### config.mk
export PLATFORM = sky130hd
export DESIGN_NAME = mfrf_queue
export DESIGN_NICKNAME = d
export VERILOG_FILES = /design/src/design/mfrf_pkg.sv /design/src/design/mfrf_queue.sv
export SDC_FILE = /design/constraint.sdc
export NUM_CORES = 1
export LEC_CHECK = 0
export BUFFER_PORTS_ARGS = -buffer_cell sky130_fd_sc_hd__buf_4
export CAP_MARGIN = 20
export CORE_ASPECT_RATIO = 1.2
export CORE_MARGIN = 2
export CORE_UTILIZATION = 25
export CTS_CLUSTER_DIAMETER = 80
export DETAILED_ROUTE_END_ITERATION = 7
export SKIP_CTS_REPAIR_TIMING = 1
export SLEW_MARGIN = 20
export SYNTH_ARGS = -nofsm -noshare
export SYNTH_HDL_FRONTEND = slang
export SYNTH_SLANG_ARGS = --single-unit
### constraint.sdc
create_clock -name clk -period 7.7 [get_ports clk]
set_clock_uncertainty 0.1 [all_clocks]
set_input_delay 1.155 -clock clk [delete_from_list [all_inputs] [get_ports clk]]
set_output_delay 1.155 -clock clk [all_outputs]
set_load 0.005 [all_outputs]
### src/design/mfrf_pkg.sv
package mfrf_pkg;

  // screen geometry
  localparam int SCREEN_WIDTH  = 200;
  localparam int SCREEN_HEIGHT = 200;
  localparam int ROW_BYTES     = 25;

  localparam int STORE_BYTES = ROW_BYTES * SCREEN_HEIGHT;
  localparam int VIS_WIDTH   = (SCREEN_WIDTH < ROW_BYTES * 8) ? SCREEN_WIDTH : ROW_BYTES * 8;

  // derived widths
  localparam int X_W    = ($clog2(VIS_WIDTH) > 4) ? $clog2(VIS_WIDTH) : 4;
  localparam int Y_W    = ($clog2(SCREEN_HEIGHT) > 1) ? $clog2(SCREEN_HEIGHT) : 1;
  localparam int BC_W   = X_W - 3;
  localparam int ADDR_W = ($clog2(STORE_BYTES) > 1) ? $clog2(STORE_BYTES) : 1;
  localparam int PROD_W = (X_W + Y_W + 2 > 17) ? X_W + Y_W + 2 : 17;

  // pixel count of a full-screen fill, saturated
  localparam int FILL_PIX = SCREEN_WIDTH * SCREEN_HEIGHT;
  localparam logic [15:0] FILL_COUNT = (FILL_PIX > 65535) ? 16'hffff : 16'(FILL_PIX);
  localparam logic [15:0] COUNT_MAX  = 16'hffff;

  // command queue depth
  localparam int QDEPTH = 2;
  localparam int QPTR_W = $clog2(QDEPTH);

  // request codes
  localparam logic [1:0] REQ_FILL  = 2'd0;
  localparam logic [1:0] REQ_PIXEL = 2'd1;
  localparam logic [1:0] REQ_RECT  = 2'd2;
  localparam logic [1:0] REQ_READ  = 2'd3;

  // byte values
  localparam logic [7:0] BYTE_WHITE = 8'hff;
  localparam logic [7:0] BYTE_BLACK = 8'h00;

  // work classes handed from front to back
  typedef enum logic [1:0] {
    OP_NONE,
    OP_FILL,
    OP_RECT,
    OP_READ
  } op_t;

  typedef enum logic [1:0] {
    F_IDLE,
    F_CLIP,
    F_PUSH
  } f_state_t;

  typedef enum logic [2:0] {
    B_CLEAR,
    B_IDLE,
    B_FILL,
    B_RUN,
    B_DRAIN,
    B_RESULT
  } b_state_t;

  // one classified command
  typedef struct packed {
    op_t               op;
    logic              status;
    logic [15:0]       count;
    logic              black;
    logic [X_W-1:0]    x0;
    logic [X_W-1:0]    x1;
    logic [Y_W-1:0]    y0;
    logic [Y_W-1:0]    y1;
    logic [ADDR_W-1:0] base;
  } cmd_t;

endpackage

### src/design/mfrf_queue.sv
module mfrf_queue import mfrf_pkg::*; (
  input  logic clk,
  input  logic rst,
  input  logic push,
  input  cmd_t push_data,
  output logic full,
  input  logic pop,
  output cmd_t head,
  output logic empty
);

  cmd_t              slots [QDEPTH];
  logic [QPTR_W-1:0] wr_ptr, rd_ptr;
  logic [QPTR_W:0]   fill;

  assign full  = (fill == (QPTR_W + 1)'(QDEPTH));
  assign empty = (fill == '0);
  assign head  = slots[rd_ptr];

  // pointers and fill level
  always_ff @(posedge clk) begin
    if (rst) begin
      wr_ptr <= '0;
      rd_ptr <= '0;
      fill   <= '0;
    end else begin
      if (push && !full) begin
        wr_ptr <= (wr_ptr == QPTR_W'(QDEPTH - 1)) ? '0 : wr_ptr + 1'b1;
      end
      if (pop && !empty) begin
        rd_ptr <= (rd_ptr == QPTR_W'(QDEPTH - 1)) ? '0 : rd_ptr + 1'b1;
      end
      if ((push && !full) && !(pop && !empty)) begin
        fill <= fill + 1'b1;
      end else if (!(push && !full) && (pop && !empty)) begin
        fill <= fill - 1'b1;
      end
    end
  end

  // storage
  always_ff @(posedge clk) begin
    if (push && !full) begin
      slots[wr_ptr] <= push_data;
    end
  end

endmodule

# After elaboration in Yosys (flattened, before gate mapping)
# Memories as Yosys holds them, arrays and structs flattened. A register that Yosys moved wholly into a read port is not among the register bits.
# Cells that the tools add are included.
dict set report op_classes {
  order_cmp 0
  div_mod_pow 0
  eq_ne 1
  n_mul 0
  reduce_logical 10
  muxes 8
  add_sub_neg 4
  shifts 0
  n_bitwise 0
}
# cell n
set ops {}
lappend ops {{2-to-1 mux 1 bit} 6}
lappend ops {{logical AND 1 bit} 4}
lappend ops {{zero test 1 bit} 4}
lappend ops {{2-to-1 mux 2 bit} 2}
lappend ops {{adder 1 bit (second input constant)} 2}
lappend ops {{adder 2 x 1 -> 2 bit (second input constant)} 1}
lappend ops {{== test 2 bit (second input constant)} 1}
lappend ops {{zero test 2 bit} 1}
lappend ops {{nonzero test 2 bit} 1}
lappend ops {{subtractor 2 x 1 -> 2 bit (second input constant)} 1}
dict set report totals {
  reg_bits 4
  rom_bits 0
  latchBits 0
  out_inout_bits 67
  ramBits 130
  mem_count 1
}
# name words word_bits read_ports rd_ports_with_merged_regs wr line_no
set mem_list {}
lappend mem_list {slots 2 65 1 1 1 mfrf_queue.sv:12} ;# cmd_t slots [QDEPTH];

# Depth between registers and ports, before layout
# Gate-level depths: netlist (run 1).
dict set report depth {
  depth_word 7
  ltp_mapped 6
}

# Least setup slack after synthesis (run 1)
# Ideal clock, no wire load.
dict set report synth_timing {
  path_type {in2reg}
  startpoint {input port push}
  endpoint {memory slots[1][0] (netlist bit) (enable)}
  setup_ns 0.430
  n_path_buf 0
  path_slack_ns 4.302
  t_arrival_ns 2.868
  stages 3
  required_time_ns 7.170
  path_cell_list {inv_1 -> nor2_1 -> and2_1}
}
dict set report synth_via {
  elab_chain_len 3
}
# element line_no
set synth_lines {}
lappend synth_lines {{from (decl)} mfrf_queue.sv:4} ;# input logic push,
lappend synth_lines {{logical AND 1 bit} mfrf_queue.sv:43} ;# if (push && !full) begin
lappend synth_lines {{2-to-1 mux 1 bit} mfrf_queue.sv:43}
lappend synth_lines {{2-to-1 mux 1 bit (implied by the code)} mfrf_queue.sv:44} ;# slots[wr_ptr] <= push_data;
lappend synth_lines {{to (decl)} mfrf_queue.sv:12}
# Every way passes these cells.

==> results of run 1 <==
[worst max-delay path by stage]
stage	startpoint	end	slack, ns	cells past startpoint
4_1_cts	flip-flop	head[35]	4.40	2
3_3_place_gp	push	slots[0][18]$_DFFE_PP_	4.76	5
2_1_floorplan	push	slots[1][0]$_DFFE_PP_	4.30	3
3_5_place_dp	push	slots[0][13]$_DFFE_PP_	4.74	5
6_report	flip-flop	head[31]	4.50	2
5_1_grt	flip-flop	head[14]	4.36	2
[worst max-delay path: stages (launching register included)]
cell and delay (ns):
dfxtp_4 0.95, mux2_2 0.43, buf_4 0.14
[kinds of logic after synthesis]
| family | after synthesis | share of synthesized area (%) |
|---|---|---|
| adder cells (fa/ha/maj) | 1 | 0.2553 |
| AND/OR/NAND/NOR | 9 | 0.9447 |
| AO/OA/AOI/OAI | 5 | 0.5105 |
| buffers and inverters | 9 | 1.123 |
| XOR/XNOR | 3 | 0.5362 |
| multiplexers | 65 | 14.93 |
| flip-flops | 135 | 81.70 |
[cells in the mapped netlist, drive strengths merged]
cell	number
or3	2
mux2	65
dfxtp	5
buf	7
ha	1
o21ai	3
xor2	3
nor2b	1
a21oi	2
inv	2
edfxtp	130
nor2	5
and2	1
[through the flow]
step | utilization [%] | area, um^2 | hold slack (ns) | power (mW)
floorplan | - | 4901 | 0.3516 | 1.233
global placement | 31.98 | 6207 | 0.3661 | 1.482
detailed placement | 31.98 | 6207 | 0.4044 | 1.493
CTS | 34.81 | 6755 | 0.4143 | 2.261
global route | 34.81 | 6755 | 0.4493 | 2.331
finish | 34.82 | 6758 | 0.4086 | 2.221
[flip-flops by register name, indices dropped and copies added (netlist names), named ones only]
signal / cells
wr_ptr: 1
slots: 130
fill: 2
rd_ptr: 1
[layout make-up]
| class | count | area [um^2] |
|---|---|---|
| sequential | 135 | 4008 |
| clock buffer | 21 | 440.4 |
| timing repair buffer | 136 | 1021 |
| fill | 1839 | 12650 |
| inverter | 2 | 7.507 |
| antenna | 1 | 2.502 |
| multi-input combinational | 83 | 844.6 |
| clock inverter | 11 | 107.6 |
| tap | 261 | 326.6 |
[where the power goes]
| part | leakage, nW | switching (mW) | total, mW | internal (mW) |
|---|---|---|---|---|
| sequential | 1.26 | 0.0732 | 1.00 | 0.927 |
| clock | 0.257 | 0.288 | 0.758 | 0.470 |
| combinational | 0.950 | 0.176 | 0.462 | 0.286 |
| total | 2.46 | 0.537 | 2.22 | 1.68 |
[per-layer routing]
metal,up-vias,share of wire (%),track usage (%)
li1,1188,-,-
met4,0,1.9,4.658
met2,94,50,15.16
met5,-,0,0
met1,1265,41,9.924
met3,12,6.6,4.058
==> key figures, run 1 <==
Outcome
  – Status: finished, final reports clean

Min path
  – Hold path cells: 2
  – Worst Hold Path EP: wr_ptr$_SDFFE_PP0N_
  – Hold Path Class: reg2reg
  – HP Start: wr_ptr$_SDFFE_PP0N_

Setup path
  – Req. time, crit path: 6.44 ns
  – Worst Path Max Fanout: 65
  – Crit path DAT: 1.94 ns
  – R2R cell count: 4
  – Reg-to-reg slack, setup: 5.54 ns
  – Worst r2r dst: slots[0][49]$_DFFE_PP_
  – Reg2reg start: fill[0]$_SDFFE_PP0P_
  – Crit path kind: reg2out
  – Endpoint type of the worst setup path: primary output
  – CP startpoint kind: flip-flop

Synth
  – Synth warnings: 0
  – Area leader, netlist: edfxtp_1
  – Syn_nets: 297
  – Netlist cell types: 14
  – Mapped Cells: 227
  – Synthesized area: 0.004901 mm^2
  – Seq/Total Area, Yosys: 81.70%
  – Synth area leaders: edfxtp_1 80%, mux2_2 15%, dfxtp_1 2.0%
  – Post-synth top area share: 79.65%
  – Syn Area/Cell: 21.59 um^2
  – Register bit total from synthesis: 135

Placed design
  – Port Buf Inserts: 135
  – Post-placement cell count: 617
  – Pre-CTS worst setup slack: 4.739 ns
  – Dpl hpwl: 5770 um
  – Global placer's final weighted congestion: 0.6473

Power and ir drop
  – Power Density: 328.6 mW/mm^2
  – Leakage power total: 2.463 nW
  – Worst VDD drop: 241.3 uV

Final layout
  – Final nets: 445
  – Commonest non-fill, non-tap cells in the layout: 136 x buf_4, 130 x edfxtp_1, 65 x mux2_2, 17 x clkbuf_16, 5 x nor2_1
  – P&R area growth vs syn: 37.89%
  – Layout cells sized above 1: 59.02%
  – Final cell count without fillers: 650
  – Commonest non-fill, non-tap cell in the layout: buf_4

STA
  – Post-route setup slack: 4.504 ns
  – Final period utilization: 41.51%
  – Final setup viols: 0
  – RSZ-0062 raised after global routing: no
  – Final Critical Period: 3.196 ns
  – Worst Tran Pin Value: 0.9449 ns
  – Worst relative slew slack: 37.01%
  – Final count of pins violating max slew: 0
  – Setup TNS: 0 ns
  – Final Hold Fails: 0
  – FMAX: 312.8 MHz

Floorplan
  – Rows: 56
  – I/O pin cnt: 136
  – Starting Density: 25.25%
  – Die area: 0.02074 mm^2
  – Die Ht: 157.4 um
  – Die W: 131.8 um
  – Core area: 0.01941 mm^2

Drt
  – Detail-routed via count per cell: 3.937
  – Drt wl/cell: 14.45 um
  – Wirelength, routed: 9395 um
  – Via count: 2,559
  – DR DRC count: 0
  – DRT iter0 DRCs: 123
  – Drt pass-1 iters: 4
  – Antenna-violating nets left: 0

GRT
  – Largest net degree at the start of global routing: 66
  – Number of global-route vias before repair: 2,814
  – Grt total ovfl: 0
  – Gr usage total: 9.121%
  – First-pass GRT wire length: 14,280 um
  – Initial antenna violation count: 1

Clock network
  – Clock-pin slew on the worst setup and hold paths: 0.05 ns
  – TritonCTS clock tree: done
  – H-tree depth: 4
  – Max Root-Sink Buffers: 2
  – Sink Count: 135
  – Clk_lat worst skew: 0.41 ns
  – Clock root buffer: clkbuf_16
  – CTS Buf Count: 17

Flow run
  – # Max-Cap Violations: 0
No activity file was read; power rests on OpenSTA's default activity.
==> inputs of run 2 (changes only) <==
==> constraint.sdc (replaced) <==
create_clock -name clk -period 2.6 [get_ports clk]
set_clock_uncertainty 0.1 [all_clocks]
set_input_delay 0.39 -clock clk [delete_from_list [all_inputs] [get_ports clk]]
set_output_delay 0.39 -clock clk [all_outputs]
set_load 0.005 [all_outputs]
==> key figures, run 2 (same netlist as run 1, synthesis figures left out) <==
Drt
  – Antenna-violating nets left: 0 (unchanged)
  – DR DRC count: 0 (unchanged)
  – Wirelength, routed: 9608 um (+2.3%)
  – Via count: 2,590 (+1.2%)
  – Drt pass-1 iters: 4 (unchanged)
  – Drt wl/cell: 14.74 um (+2.0%)
  – DRT iter0 DRCs: 123 (unchanged)
  – Detail-routed via count per cell: 3.972 (+0.90%)

Floorplan
  – Die Ht: 157.4 um (unchanged)
  – Die W: 131.8 um (unchanged)
  – Rows: 56 (unchanged)
  – I/O pin cnt: 136 (unchanged)
  – Die area: 0.02074 mm^2 (unchanged)
  – Starting Density: 25.25% (unchanged)
  – Core area: 0.01941 mm^2 (unchanged)

GRT
  – Grt peak-use layer: met2
  – Gr usage total: 9.772% (+0.65 points)
  – Initial antenna violation count: 0 (-1)
  – Grt total ovfl: 0 (unchanged)
  – Number of global-route vias before repair: 2,877 (+2.2%)
  – Met3 GRT Util: 4.026% (-0.032 points)
  – Largest net degree at the start of global routing: 34 (-48%)
  – Met2 Track Usage GR: 15.98% (+0.82 points)
  – Met1 usage: 11.23% (+1.3 points)
  – First-pass GRT wire length: 15,120 um (+5.8%)

STA
  – Final period utilization: 86.20%
  – Final count of pins violating max slew: 0 (unchanged)
  – Post-route setup slack: 0.3587 ns (-4.145 ns)
  – Final setup viols: 0 (unchanged)
  – Worst Tran Pin Value: 0.4675 ns (-0.4774 ns)
  – Final Critical Period: 2.241 ns
  – Setup TNS: 0 ns (unchanged)
  – Final Hold Fails: 0 (unchanged)
  – FMAX: 446.2 MHz
  – Worst relative slew slack: 68.83% (+32 points)
  – RSZ-0062 raised after global routing: no

Final layout
  – Antenna Cells: 0 (-1)
  – Commonest non-fill, non-tap cells in the layout: 138 x buf_4, 130 x edfxtp_1, 65 x mux2_2, 17 x clkbuf_16, 5 x nor2_1
  – Commonest non-fill, non-tap cell in the layout: buf_4
  – Fill count: 1,844 (+0.27%)
  – Flip-flop count of the largest register after layout: 130 (unchanged)
  – Core Util, Final: 35.52% (+0.70 points)
  – Final nets: 450 (+1.1%)
  – Layout cells sized above 1: 61.13% (+2.1 points)
  – P&R area growth vs syn: 40.67%
  – Regs by FF count: slots: 130 flops, fill: 2 flops
  – Finished Cell Area: 0.006894 mm^2 (+2.0%)
  – Top reg by flops: slots

Placed design
  – Area after DPL: 0.006286 mm^2 (+1.3%)
  – Port Buf Inserts: 135 (unchanged)
  – Global placer's final weighted congestion: 0.6652 (+2.8%)
  – Pre-CTS worst setup slack: 0.6541 ns (-4.084 ns)
  – Dpl hpwl: 6451 um (+12%)

Clock network
  – CTS Buf Count: 17 (unchanged)
  – Sink Count: 135 (unchanged)
  – TritonCTS clock tree: done
  – Clk_lat worst skew: 0.41 ns (about the same)
  – Clock-pin slew on the worst setup and hold paths: 0.06 ns (about the same)
  – Clock root buffer: clkbuf_16
  – Max Root-Sink Buffers: 2 (unchanged)
  – H-tree depth: 4 (unchanged)

Setup path
  – Req. time, crit path: 2.11 ns (-4.33 ns)
  – WP buf/inv: 2 (+1)
  – Crit path DAT: 1.75 ns (-0.19 ns)
  – Critical Path Max Stage Delay: 0.60 ns (-0.35 ns)
  – R2R cell count: 4 (unchanged)
  – Worst Path Max Fanout: 24 (-63%)
  – Worst path cell trace: buf_12 -> mux2_2 -> buf_4
  – Endpoint type of the worst setup path: primary output
  – Reg-to-reg slack, setup: 0.71 ns (-4.83 ns)
  – CP startpoint kind: flip-flop
  – Crit path max-delay family: flip-flops
  – Crit path kind: reg2out
  – CP max stage cell: dfxtp_4
  – Reg2reg start: fill[0]$_SDFFE_PP0P_
  – Worst r2r dst: slots[0][34]$_DFFE_PP_

Flow run
  – # Max-Cap Violations: 0 (unchanged)

Min path
  – Hold Path Class: in2reg
  – HP Start: push_data[18]
  – Hold path cells: 1 (-1)
  – Worst Hold Path EP: slots[0][18]$_DFFE_PP_

Outcome
  – Status: finished, final reports clean

Power and ir drop
  – Leakage power total: 2.524 nW (+2.5%)
  – Worst VDD drop: 436.1 uV (+81%)
  – Power Density: 995.9 mW/mm^2 (+200%)
[run 2: final cells by class]
cell class,count,area [um^2],area share (%)
clock inverters,13,182.7,2.650
well taps,261,326.6,4.737
clock buffers,17,425.4,6.171
multi-input cells,83,844.6,12.25
flip-flops and latches,135,4008,58.13
inverters,2,11.26,0.1633
repair buffers,141,1096,15.90
[run 2: how the worst max path moves through the flow]
stage	to	depth (start not counted)
2_1_floorplan	slots[0][0]$_DFFE_PP_	3
6_report	head[40]	3
4_1_cts	head[54]	3
3_5_place_dp	slots[0][33]$_DFFE_PP_	5
3_3_place_gp	slots[0][9]$_DFFE_PP_	5
5_1_grt	head[58]	3
[run 2: routing by layer]
metal  share of wire (%)  vias to the layer above
li1                    -                     1199
met1                  42                     1290
met2                  51                       90
met3                 5.2                       11
met4                 1.5                        0
met5                   0                        -
[run 2: stage by stage]
stage	total power [mW]	hold WS, ns	cells
after CTS	7.025	0.03293	652
after detailed placement	4.510	0.3855	622
after global placement	4.468	0.3748	622
after floorplan	3.647	0.3516	227
after global routing	7.231	0.02546	652
final	6.866	0.06212	652
[run 2: worst register-to-register path, delay by kind of cell (launching register included)]
| family | cells | cell delay (ns) |
|---|---|---|
| AND/OR/NAND/NOR | 2 | 0.46 |
| buffers and inverters | 2 | 0.48 |
| flip-flops | 1 | 0.44 |
[run 2: report_power, final]
group,internal (mW),switching [mW]
combinational,0.904,0.632
sequential,2.74,0.136
clock,1.59,0.868
total,5.23,1.64
