### src/design/mfrf_pkg.sv
package mfrf_pkg;

  // screen geometry
  localparam int SCREEN_WIDTH  = 200;
  localparam int SCREEN_HEIGHT = 200;
  localparam int ROW_BYTES     = 25;

  localparam int STORE_BYTES = ROW_BYTES * SCREEN_HEIGHT;
  localparam int VIS_WIDTH   = (SCREEN_WIDTH < ROW_BYTES * 8) ? SCREEN_WIDTH : ROW_BYTES * 8;

  // derived widths
  localparam int X_W    = ($clog2(VIS_WIDTH) > 4) ? $clog2(VIS_WIDTH) : 4;
  localparam int Y_W    = ($clog2(SCREEN_HEIGHT) > 1) ? $clog2(SCREEN_HEIGHT) : 1;
  localparam int BC_W   = X_W - 3;
  localparam int ADDR_W = ($clog2(STORE_BYTES) > 1) ? $clog2(STORE_BYTES) : 1;
  localparam int PROD_W = (X_W + Y_W + 2 > 17) ? X_W + Y_W + 2 : 17;

  // pixel count of a full-screen fill, saturated
  localparam int FILL_PIX = SCREEN_WIDTH * SCREEN_HEIGHT;
  localparam logic [15:0] FILL_COUNT = (FILL_PIX > 65535) ? 16'hffff : 16'(FILL_PIX);
  localparam logic [15:0] COUNT_MAX  = 16'hffff;

  // command queue depth
  localparam int QDEPTH = 2;
  localparam int QPTR_W = $clog2(QDEPTH);

  // request codes
  localparam logic [1:0] REQ_FILL  = 2'd0;
  localparam logic [1:0] REQ_PIXEL = 2'd1;
  localparam logic [1:0] REQ_RECT  = 2'd2;
  localparam logic [1:0] REQ_READ  = 2'd3;

  // byte values
  localparam logic [7:0] BYTE_WHITE = 8'hff;
  localparam logic [7:0] BYTE_BLACK = 8'h00;

  // work classes handed from front to back
  typedef enum logic [1:0] {
    OP_NONE,
    OP_FILL,
    OP_RECT,
    OP_READ
  } op_t;

  typedef enum logic [1:0] {
    F_IDLE,
    F_CLIP,
    F_PUSH
  } f_state_t;

  typedef enum logic [2:0] {
    B_CLEAR,
    B_IDLE,
    B_FILL,
    B_RUN,
    B_DRAIN,
    B_RESULT
  } b_state_t;

  // one classified command
  typedef struct packed {
    op_t               op;
    logic              status;
    logic [15:0]       count;
    logic              black;
    logic [X_W-1:0]    x0;
    logic [X_W-1:0]    x1;
    logic [Y_W-1:0]    y0;
    logic [Y_W-1:0]    y1;
    logic [ADDR_W-1:0] base;
  } cmd_t;

endpackage

### src/design/mfrf_front.sv
module mfrf_front import mfrf_pkg::*; (
  input  logic               clk,
  input  logic               rst,
  input  logic               in_valid,
  output logic               in_ready,
  input  logic [1:0]         req_type,
  input  logic signed [15:0] pos_x,
  input  logic signed [15:0] pos_y,
  input  logic signed [15:0] rect_width,
  input  logic signed [15:0] rect_height,
  input  logic               paint_black,
  input  logic               init_done,
  input  logic               q_full,
  output logic               q_push,
  output cmd_t               q_entry
);

  localparam logic signed [17:0] VIS18 = 18'(VIS_WIDTH);
  localparam logic signed [17:0] SH18  = 18'(SCREEN_HEIGHT);

  f_state_t fstate, fstate_next;

  // captured request
  logic [1:0]         req_r;
  logic signed [15:0] x_r, y_r, w_r, h_r;
  logic               black_r;

  // clipped request
  op_t            op_c;
  logic           status_c;
  logic           black_c;
  logic [X_W-1:0] x0_c, x1_c;
  logic [Y_W-1:0] y0_c, y1_c;
  logic [X_W:0]   span_w_c;
  logic [Y_W:0]   span_h_c;

  // clipping terms
  logic signed [17:0] xs, ys, ws, hs;
  logic signed [17:0] left, right, top, bottom;
  logic signed [17:0] rsum, bsum;
  logic               on_scr, rect_ok;
  op_t                op_n;
  logic               status_n;
  logic signed [17:0] right_m1, bottom_m1, span_w18, span_h18;

  // count and row base
  logic [PROD_W-1:0] prod;
  logic [15:0]       count;

  assign in_ready = (fstate == F_IDLE) && init_done;

  // state register
  always_ff @(posedge clk) begin
    if (rst) begin
      fstate <= F_IDLE;
    end else begin
      fstate <= fstate_next;
    end
  end

  // next state
  always_comb begin
    fstate_next = fstate;
    q_push      = 1'b0;
    case (fstate)
      F_IDLE: begin
        if (in_valid && in_ready) fstate_next = F_CLIP;
      end
      F_CLIP: begin
        fstate_next = F_PUSH;
      end
      F_PUSH: begin
        if (!q_full) begin
          q_push      = 1'b1;
          fstate_next = F_IDLE;
        end
      end
      default: fstate_next = F_IDLE;
    endcase
  end

  // clip against the visible area
  always_comb begin
    xs   = 18'(x_r);
    ys   = 18'(y_r);
    ws   = 18'(w_r);
    hs   = 18'(h_r);
    rsum = xs + ws;
    bsum = ys + hs;
    on_scr = (xs >= 0) && (xs < VIS18) && (ys >= 0) && (ys < SH18);
    left   = xs;
    right  = xs + 18'sd1;
    top    = ys;
    bottom = ys + 18'sd1;
    rect_ok  = 1'b0;
    op_n     = OP_NONE;
    status_n = 1'b1;
    case (req_r)
      REQ_FILL: begin
        op_n     = OP_FILL;
        status_n = 1'b0;
      end
      REQ_PIXEL: begin
        op_n     = on_scr ? OP_RECT : OP_NONE;
        status_n = !on_scr;
      end
      REQ_RECT: begin
        left    = (xs < 0) ? 18'sd0 : xs;
        top     = (ys < 0) ? 18'sd0 : ys;
        right   = (rsum > VIS18) ? VIS18 : rsum;
        bottom  = (bsum > SH18) ? SH18 : bsum;
        rect_ok = (ws > 0) && (hs > 0) && (left < right) && (top < bottom);
        op_n     = rect_ok ? OP_RECT : OP_NONE;
        status_n = !rect_ok;
      end
      REQ_READ: begin
        op_n     = on_scr ? OP_READ : OP_NONE;
        status_n = !on_scr;
      end
      default: begin
        op_n     = OP_NONE;
        status_n = 1'b1;
      end
    endcase
    right_m1  = right - 18'sd1;
    bottom_m1 = bottom - 18'sd1;
    span_w18  = right - left;
    span_h18  = bottom - top;
  end

  // capture and clip registers
  always_ff @(posedge clk) begin
    if (fstate == F_IDLE && in_valid && in_ready) begin
      req_r   <= req_type;
      x_r     <= pos_x;
      y_r     <= pos_y;
      w_r     <= rect_width;
      h_r     <= rect_height;
      black_r <= paint_black;
    end
    if (fstate == F_CLIP) begin
      op_c     <= op_n;
      status_c <= status_n;
      black_c  <= black_r;
      x0_c     <= left[X_W-1:0];
      x1_c     <= right_m1[X_W-1:0];
      y0_c     <= top[Y_W-1:0];
      y1_c     <= bottom_m1[Y_W-1:0];
      span_w_c <= span_w18[X_W:0];
      span_h_c <= span_h18[Y_W:0];
    end
  end

  // pixel count, saturated
  always_comb begin
    prod = PROD_W'(span_w_c) * PROD_W'(span_h_c);
    case (op_c)
      OP_FILL: count = FILL_COUNT;
      OP_RECT: count = (prod > PROD_W'(COUNT_MAX)) ? COUNT_MAX : prod[15:0];
      default: count = 16'd0;
    endcase
  end

  // queue entry
  always_comb begin
    q_entry.op     = op_c;
    q_entry.status = status_c;
    q_entry.count  = count;
    q_entry.black  = black_c;
    q_entry.x0     = x0_c;
    q_entry.x1     = x1_c;
    q_entry.y0     = y0_c;
    q_entry.y1     = y1_c;
    q_entry.base   = ADDR_W'(ADDR_W'(y0_c) * ADDR_W'(ROW_BYTES));
  end

endmodule

### config.mk
export PLATFORM = sky130hd
export DESIGN_NAME = mfrf_front
export DESIGN_NICKNAME = d
export VERILOG_FILES = /design/src/design/mfrf_pkg.sv /design/src/design/mfrf_front.sv
export SDC_FILE = /design/constraint.sdc
export NUM_CORES = 1
export LEC_CHECK = 0
export ABC_AREA = 1
export BUFFER_PORTS_ARGS = -buffer_cell sky130_fd_sc_hd__buf_2
export CAP_MARGIN = 20
export CORE_MARGIN = 1
export CORE_UTILIZATION = 32
export CTS_CLUSTER_SIZE = 20
export DETAILED_ROUTE_END_ITERATION = 10
export HOLD_SLACK_MARGIN = 0.1
export PLACE_DENSITY = 0.54
export SYNTH_ARGS = -nofsm -noshare
export SYNTH_HDL_FRONTEND = slang
export SYNTH_SLANG_ARGS = --single-unit
### constraint.sdc
create_clock -name clk -period 13.1 [get_ports clk]
set_input_delay 1.965 -clock clk [delete_from_list [all_inputs] [get_ports clk]]
set_output_delay 1.965 -clock clk [all_outputs]
set_load 0.005 [all_outputs]
Word-level counts from Yosys, hierarchy flattened
Cells that the tools add are included.

Register bits: 123. Input bits: 72. Logic and storage cells: 84.

Add/sub/neg operators: 8. $mul: 2. Order comparisons: 13. Eq/ne operators: 9. Mux-type cells: 20. Reduce and logical (&&, ||, !) cells: 16.

Operator list (number): two-way mux 18 bit (4); < comparator 18 bit (2); two-way mux 9 bit (4); adder 16 x 16 -> 17 bit (2); greater-than comparator 17 x 9 -> 1 bit (second input constant) (2); >= comparator 16 x 1 -> 1 bit (second input constant) (2); greater-than comparator 16 x 1 -> 1 bit (second input constant) (2); < comparator 16 x 1 -> 1 bit (second input constant) (2); < comparator 16 x 9 -> 1 bit (second input constant) (2); one-hot mux 16 bit (2 select lines) (1); adder 9 x 2 -> 9 bit (second input constant) (2); greater-than comparator 18 x 16 -> 1 bit (second input constant) (1); multiplier 9 x 9 -> 18 bit (1); subtractor 9 bit (2); two-way mux 16 bit (1); subtractor 8 x 2 -> 8 bit (second input constant) (2); multiplier 8 x 5 -> 13 bit (second input constant) (1); logical AND 1 bit (10); two-way mux 2 bit (5); == test 2 bit (second input constant) (4); one-hot mux 2 bit (4 select lines) (1); == test 2 x 1 -> 1 bit (second input constant) (3); one-hot mux 2 bit (3 select lines) (1); zero test 2 bit (2); other kinds (7) (9).

Longest topological paths before layout
Gate-level depths: netlist (run 1).

Depth in word-level cells: 8. Gate-level depth with buffers: 31. Depth with buffers taken out: 30.

Least setup slack after synthesis (run 1)
No wires, ideal clock.

Path type: reg-to-output. Start point: register span_w_c[2]. End point: output q_entry[52] (netlist bit). Arrival: 4.658 ns. Required time: 11.135 ns. Setup slack: 6.477 ns. Cell stages (with the launch flop): 25. Cells stage by stage: edfxtp_1 > clkbuf_1 > nand2_1 > fa_1 > inv_1 > fa_1 > inv_1 > fa_1 > fa_1 > inv_1 > ha_1 > inv_1 > o21bai_1 > a21oi_1 > nand2_1 > a21boi_1 > o21ai_0 > a21oi_1 > nor2_1 > nor2_1 > xor2_1 > nand2_1 > buf_2 > o21ai_0 > nand2_1.

RTL lines: start: declaration (line mfrf_front.sv:34) `logic [X_W:0] span_w_c;`; start signal: assignment (line mfrf_front.sv:149) `span_w_c <= span_w18[X_W:0];`; end: declaration (line mfrf_front.sv:15) `output cmd_t q_entry`.

==> impl_metrics.yaml, run 1 <==
clocking:
  cts_num_sinks: 123
  clock-root-buffer: "clkbuf_16"
  ctsHtreeMaxLevel: 4
  clkSlewWorstSetupHoldPaths_ps: 60
  cts_hold_buf: 0
  clock_latency_ps: 440
  numCtsBuffers: 17
  cts_buffer_depth: 2
  post-cts-setup-buffer-count: 0
  post_cts_resized: 0
  cts_tree: "built"
synth:
  synth_simple_gate_area_share_pct: 23.6
  netlist_top_cells_count: "430 x nand2_1, 333 x inv_1, 151 x ha_1, 121 x edfxtp_1, 97 x nor2_1"
  ys.flop_type: "edfxtp_1"
  syn_avg_cell_area_um2: 7.82
  yosysWarnings: 0
  muxShareOfSynthArea_pct: 0
  synthesis.area_um2: 12200
  ys_seq_elements: 123
  synth-compound-area-share_pct: 5.59
  ys_types: 48
  synth_cells: 1564
  yosysTopAreaCell: "edfxtp_1"
  synthAdderAreaFrac_pct: 24.8
  synth_top_family_by_area: "adder cells"
  synth_area_leaders: "edfxtp_1 30%, ha_1 15%, nand2_1 13%"
  syn_nets: 1844
  synth_edf_count: 121
  seq_area_frac_synth_pct: 30.0
  async_flop_share_pct: 0
  synth_top_area_share_pct: 29.7
  synth_xor_area_share_pct: 4.15
  yosysMostFrequentCell: "nand2_1"
critical_path:
  crit_required_ps: 11140
  worstSetupPathType: "reg -> out"
  crit_family: "adder cells"
  r2r-start: "y_r[0]$_DFFE_PP_"
  crit_arrival_ps: 5650
  crit_path_frequent_cell: "nand2_1"
  startpoint_type: "flip-flop"
  worstPathMaxFanout: 11
  slowest_stage: "fa_1"
  worst_setup_path_end_kind: "output port"
  crit_start: "span_h_c[8]$_DFFE_PN_"
  cp_slowest_stage_delay_ps: 540
  regToRegSetupSlack_ps: 8400
  cp_num_buf_inv: 6
grt:
  grt_pass1_wl_um: 47400
  grtUsageTotal_pct: 15.4
  antenna_found_initial: 0
  gr-total-overflow: 0
  grt_pass1_vias: 9723
  grt_max_degree: 68
die:
  rows: 71
  dieWidth_um: 197
  die_height_um: 197
  die_area_um2: 39000
  core_area_um2: 37700
  ios: 139
  start_util_pct: 32.5
timing:
  holdWs_ps: 419
  max_slew_margin_pct: 40.1
  grt_setup_unrepaired: "false"
  finalHoldViolCount: 0
  slew_viol_final: 0
  fin_ws_ps: 5480
  fmax_mhz: 131
  skew_ps: 9.62
  finalCritPeriodShare_pct: 58.2
  timing.final.crit_period_ps: 7620
  finalSetupTns_ps: 0
  setup-violations-final: 0
  worst_pin_slew_ps: 898
place:
  pre_cts_slack_ps: 5920
  numPortBuffers: 138
  place_congestion: 0.877
  hpwl_um: 24200
drt:
  drt_iter0_drc: 500
  drc: 0
  viasPerCell: 4.41
  ant_nets: 0
  wl_um: 28700
  vias: 9782
  dr.pass1.iters: 6
  wl_per_cell_um: 13.0
cells_and_area:
  nNetsFinal: 1972
  postLayoutCoreUtil_pct: 37.3
  area_delta_synth_final_pct: 14.8
  antenna_cells: 0
  final_layout_size_suffix_gt1_share_pct: 12.8
worst_hold_path:
  hold_path_class: "reg -> reg"
  hold_path.startpoint: "black_r$_DFFE_PP_"
pwr:
  p_clk_share_pct: 31.4
  vdd_ir_drop_max_mv: 0.0986
  p_comb_share_pct: 37.6
  switching_share_pct: 35.9
  pwr-share-seq_pct: 31.0
  pwr_density_cell_nw_per_um2: 110
  net-switching-power_mw: 0.555
  p_int_mw: 0.993
  power_mw: 1.55
  leakagePower_nw: 7.54
outcome:
  status: "finished clean"
flow_run:
  drv_cap: 0
[registers in the layout (all words and copies together) (netlist names), 8 cells and up]
register,flops
span_h_c,9
span_w_c,9
y_r,16
x1_c,8
x_r,16
y0_c,8
h_r,16
y1_c,8
w_r,16
x0_c,8
[logic make-up after synthesis]
group | count (synthesis)
AO/OA/AOI/OAI | 120
XOR/XNOR | 55
adder cells (fa/ha/maj) | 208
buffers and inverters | 374
flip-flops | 123
AND/OR/NAND/NOR | 684
[routing by layer]
layer,global-route usage (%),routed length [um],up-vias
met1,19.6,13600,4443
met4,4.77,417,0
met3,1.81,683,22
met2,27.2,14000,140
li1,-,-,5177
met5,0,0,-
[worst register-to-register path: stages (launching register included)]
cell and delay [ps]:
edfxtp_1 470, ha_1 280, fa_1 410, nand3_1 120
nand2_1 100, nand2_1 100, nand4_1 140, nand3_1 110
nand2_1 80, xor2_2 290, nand2_2 270, nand2_1 160
a21boi_2 70, inv_1 160, ha_1 170, inv_1 60
fa_1 400, nand3_1 100, nand2_1 80, a21oi_1 130
nor2_1 50, nor2_1 160, o21ai_0 100, a21oi_1 160
xnor2_1 90, xor2_1 160
[cell type report]
type	count	area (um2)
fill	4031	23600
multi-input combinational	1067	7130
sequential	123	3670
inverter	342	1280
timing repair buffer	141	713
tap	511	639
clock buffer	22	454
clock inverter	10	144
[through the flow]
| step | instance area, um2 | instances |
|---|---|---|
| 2_1_floorplan | 12200 | 1564 |
| 3_3_place_gp | 13400 | 2184 |
| 5_1_grt | 14000 | 2216 |
| 3_5_place_dp | 13400 | 2184 |
| 4_1_cts | 14000 | 2216 |
| 6_report | 14000 | 2216 |
[path summary, 6_finish.rpt]
| kind | to | depth (start not counted) |
|---|---|---|
| worst min register to register | black_c$_DFFE_PN_ | 0 |
| worst max-delay path | q_entry[56] | 25 |
| worst max register to register | span_h_c[8]$_DFFE_PN_ | 25 |
| worst min-delay path | black_c$_DFFE_PN_ | 0 |
[power by group through the flow]
stage                     Combinational, mW  Clock (mW)  Sequential (mW)
after CTS                             0.592       0.499            0.480
final                                 0.582       0.487            0.479
after floorplan                       0.461           0            0.475
after global placement                0.578           0            0.487
after global routing                  0.680       0.513            0.482
after detailed placement              0.587           0            0.488
[cell usage in the layout (no fill, tap or decap), types with 9 or more instances in the layout]
cell type  Yosys  final
fa_1          57     57
xor2_1        46     46
nand2_2       10     10
clkbuf_16      0     17
nor2_1        97     95
nand4_1       17     17
o21ai_0       35     35
edfxtp_1     121    121
nand2_1      430    430
buf_2          2    138
ha_1         151    151
nand3_1       75     75
nand3b_1       9      9
nor3_1        18     18
o21ai_2        9      9
inv_1        333    333
a21oi_1       59     59
No activity file was read; power rests on OpenSTA's default activity.
==> run 2: changes to the inputs <==
- PLACE_DENSITY: 0.54 -> 0.56
- clock period: 13.1 -> 6.6 ns (I/O delays scaled with it)
==> impl_metrics.yaml, run 2 (synthesized netlist as in run 1, its figures left out) <==
drt:
  ant_nets: 0
  viasPerCell: 4.45
  dr.pass1.iters: 5
  wl_per_cell_um: 13.0
  drt_iter0_drc: 510
  wl_um: 29400
  vias: 10100
  drc: 0
pwr:
  net-switching-power_mw: 1.18
  pwr-share-seq_pct: 29.2
  vdd_ir_drop_max_mv: 0.181
  switching_share_pct: 36.6
  pwr_density_cell_nw_per_um2: 224
  leakagePower_nw: 7.75
  p_int_mw: 2.05
  p_comb_share_pct: 41.8
  p_clk_share_pct: 29.0
  power_mw: 3.24
grt:
  grt_pass1_wl_um: 47800
  gr-total-overflow: 0
  grt_pass1_vias: 9898
  grtUsageTotal_pct: 15.5
  antenna_found_initial: 0
  grt_max_degree: 68
worst_hold_path:
  hold_path_class: "reg -> reg"
  hold_path.startpoint: "black_r$_DFFE_PP_"
cells_and_area:
  postLayoutCoreUtil_pct: 38.4
  antenna_cells: 0
  final_layout_size_suffix_gt1_share_pct: 16.5
  fin_area_um2: 14500
  final_common_cell: "nand2_1"
  area_delta_synth_final_pct: 18.2
  nNetsFinal: 2015
  final_cell_mix: "425 x nand2_1, 329 x inv_1, 146 x ha_1"
critical_path:
  worstPathMaxFanout: 8
  crit_arrival_ps: 5400
  worst_setup_path_end_kind: "output port"
  r2r-start: "y_r[0]$_DFFE_PP_"
  crit_start: "span_w_c[4]$_DFFE_PN_"
  crit_required_ps: 5610
  startpoint_type: "flip-flop"
  worstSetupPathType: "reg -> out"
timing:
  timing.final.crit_period_ps: 6390
  slew_viol_final: 0
  skew_ps: 13.3
  finalHoldViolCount: 0
  finalCritPeriodShare_pct: 96.8
  fmax_mhz: 157
  holdWs_ps: 434
  setup-violations-final: 0
  max_slew_margin_pct: 40.6
  worst_pin_slew_ps: 891
die:
  dieWidth_um: 197
  core_area_um2: 37700
  die_area_um2: 39000
  rows: 71
  start_util_pct: 32.5
  ios: 139
  die_height_um: 197
clocking:
  cts_hold_buf: 0
  ctsHtreeMaxLevel: 4
  cts_tree: "built"
  cts_buffer_depth: 2
  numCtsBuffers: 17
  clock_latency_ps: 440
  cts_num_sinks: 123
  clock-root-buffer: "clkbuf_16"
  clkSlewWorstSetupHoldPaths_ps: 60
place:
  dpl_cell_area_um2: 13400
  numPortBuffers: 138
  hpwl_um: 24200
  place_congestion: 0.882
flow_run:
  drv_cap: 0
outcome:
  status: "finished clean"
run 2: cell count changes in the layout (fill, tap and decap cells not counted), sizes merged:
cell and delta:
buf +40, clkinv +5, clkinvlp -2, bufinv -1, clkbuf -1, inv +1
nand2 +1
run 2: area by class of cell:
class,count,area (um2)
multi-input cells,1068,7250
well taps,511,639
fillers,3934,23200
inverters,342,1280
clock inverters,13,144
flip-flops and latches,123,3670
repair buffers,183,1020
clock buffers,19,443
run 2: repair_timing:
| action | CTS | global route |
|---|---|---|
| cloned | 0 | 1 |
| gates resized for setup | 1 | 32 |
| buffers inserted | 11 | 31 |
| endpoints found under the setup margin | 7 | 16 |
| pin swaps | 0 | 25 |
run 2: path summary, 6_finish.rpt:
path,endpoint,slack (ps),depth (start not counted)
hold reg to reg,black_c$_DFFE_PN_,430,0
setup / recovery,q_entry[61],210,25
hold / removal,black_c$_DFFE_PN_,430,0
setup reg to reg,span_h_c[8]$_DFFE_PN_,1950,25
run 2: through the flow:
step,setup TNS [ps],setup WS (ps),std cells
floorplan,0,952,1564
detailed placement,0,381,2184
finish,0,214,2259
global placement,0,531,2184
CTS,0,1.90,2227
global route,-218,-44.8,2259
run 2: worst max-delay path: stages, from the launching register on:
cell	delay (ps)
edfxtp_1	550
buf_6	150
nand2_1	60
fa_1	490
fa_1	520
inv_1	40
ha_1	260
inv_1	50
fa_1	540
inv_1	70
fa_1	480
a21oi_2	180
o21ai_2	100
nand2_1	70
o211ai_1	120
a21o_1	200
a21oi_2	160
o21ai_1	100
xor2_1	160
buf_4	150
nand2_2	120
inv_2	80
nand2_1	60
nand2_1	50
nand2_1	80
buf_2	100
run 2: power groups by stage:
stage | registers [mW] | logic, mW | clock network, mW
final | 0.946 | 1.35 | 0.937
after global routing | 0.950 | 1.56 | 0.997
after CTS | 0.949 | 1.18 | 0.966
after detailed placement | 0.968 | 1.16 | 0
after global placement | 0.967 | 1.14 | 0
after floorplan | 0.944 | 0.915 | 0
run 2: per-layer routing:
layer	part of all wire, %	track usage (%)	vias up
li1	-	-	5256
met1	46	19.2	4621
met2	50	28.0	139
met3	2.5	2.17	36
met4	1.7	4.02	0
met5	0	0	-
==> run 3: changes to the inputs <==
- PLACE_DENSITY: 0.56 -> 0.54
- clock period: 6.6 -> 7.8 ns (I/O delays scaled with it)
==> impl_metrics.yaml, run 3 (synthesized netlist as in run 1, its figures left out) <==
outcome:
  status: "finished clean"
pwr:
  pwr-share-seq_pct: 31.4
  p_comb_share_pct: 38.0
  leakagePower_nw: 7.54
  net-switching-power_mw: 0.941
  power_mw: 2.57
  p_clk_share_pct: 30.6
  switching_share_pct: 36.7
  p_int_mw: 1.62
  vdd_ir_drop_max_mv: 0.155
  pwr_density_cell_nw_per_um2: 183
timing:
  slew_viol_final: 0
  setup-violations-final: 0
  holdWs_ps: 423
  max_slew_margin_pct: 40.2
  finalSetupTns_ps: 0
  finalCritPeriodShare_pct: 87.1
  grt_setup_unrepaired: "false"
  fmax_mhz: 147
  timing.final.crit_period_ps: 6800
  worst_pin_slew_ps: 897
  finalHoldViolCount: 0
  skew_ps: 12.1
worst_hold_path:
  hold_path_class: "reg -> reg"
  hold_path.startpoint: "black_r$_DFFE_PP_"
critical_path:
  crit_arrival_ps: 5630
  crit_start: "span_w_c[2]$_DFFE_PN_"
  startpoint_type: "flip-flop"
  r2r-start: "y_r[0]$_DFFE_PP_"
  worstSetupPathType: "reg -> out"
  worst_setup_path_end_kind: "output port"
  worstPathMaxFanout: 11
  crit_required_ps: 6630
grt:
  grt_pass1_vias: 9742
  antenna_found_initial: 0
  grtUsageTotal_pct: 15.3
  gr-total-overflow: 0
  grt_pass1_wl_um: 47300
  grt_max_degree: 68
cells_and_area:
  nNetsFinal: 1972
  final_layout_size_suffix_gt1_share_pct: 12.8
  final_common_cell: "nand2_1"
  antenna_cells: 0
  fin_area_um2: 14000
  postLayoutCoreUtil_pct: 37.2
  final_cell_mix: "430 x nand2_1, 333 x inv_1, 151 x ha_1"
  area_delta_synth_final_pct: 14.6
drt:
  drc: 0
  vias: 9761
  drt_iter0_drc: 440
  wl_um: 28600
  ant_nets: 0
  viasPerCell: 4.40
  wl_per_cell_um: 12.9
  dr.pass1.iters: 5
place:
  numPortBuffers: 138
  place_congestion: 0.876
  dpl_cell_area_um2: 13400
  hpwl_um: 24000
clocking:
  cts_buffer_depth: 2
  cts_tree: "built"
  clock_latency_ps: 430
  ctsHtreeMaxLevel: 4
  post_cts_resized: 0
  post-cts-setup-buffer-count: 0
  clkSlewWorstSetupHoldPaths_ps: 60
  cts_num_sinks: 123
  clock-root-buffer: "clkbuf_16"
  numCtsBuffers: 17
  cts_hold_buf: 0
die:
  core_area_um2: 37700
  rows: 71
  start_util_pct: 32.5
  ios: 139
  die_area_um2: 39000
  die_height_um: 197
  dieWidth_um: 197
flow_run:
  drv_cap: 0
run 3: cell types whose count changed in the layout (fill, tap and decap cells not counted), sizes merged:
cell    delta
clkinv     +2
nand2      -1
clkbuf     -4
buf       -40
run 3: worst paths after layout:
check                           cells past startpoint  slack (ps)                     to
worst max register to register                     25        3060  span_h_c[8]$_DFFE_PN_
worst min register to register                      0         420      black_c$_DFFE_PN_
worst min-delay path                                0         420      black_c$_DFFE_PN_
worst max-delay path                               25        1000            q_entry[61]
run 3: worst max-delay path, cell delays in order (launching register included):
cell and delay, ps:
edfxtp_1 520, nand2_1 130, fa_1 540, inv_1 50, fa_1 530, inv_1 60
fa_1 500, fa_1 540, inv_1 40, ha_1 320, nand2_1 100, inv_1 60
a21oi_1 130, nand2_1 100, a21boi_1 210, o21ai_0 180, a21oi_1 170, nor2_1 50
nor2_1 100, xor2_1 150, nand2_1 200, inv_1 210, nand2_1 70, nand2_1 60
nand2_1 50, buf_2 120
run 3: final cells by class:
cell class,instances,area [um2]
Fill cell,4026,23700
Multi-Input combinational cell,1067,7130
Sequential cell,123,3670
Inverter,342,1280
Timing Repair Buffer,141,713
Tap cell,511,639
Clock buffer,17,425
Clock inverter,15,150
run 3: per-stage QoR:
stage               setup WS (ps)  instances
finish                       1000       2216
global route                  628       2216
CTS                           952       2216
detailed placement           1420       2184
global placement             1550       2184
floorplan                    1970       1564
run 3: per-layer routing:
layer	up-vias	track usage [%]	share of wire, %
met5	-	0	0
li1	5171	-	-
met1	4441	19.4	48
met3	25	1.93	2.3
met4	0	3.93	1.3
met2	124	27.3	49
run 3: power groups by stage:
stage	clock network, mW	logic (mW)	registers (mW)
global route	0.833	1.14	0.809
finish	0.786	0.974	0.805
detailed placement	0	0.984	0.819
floorplan	0	0.774	0.799
global placement	0	0.971	0.818
CTS	0.804	0.991	0.805
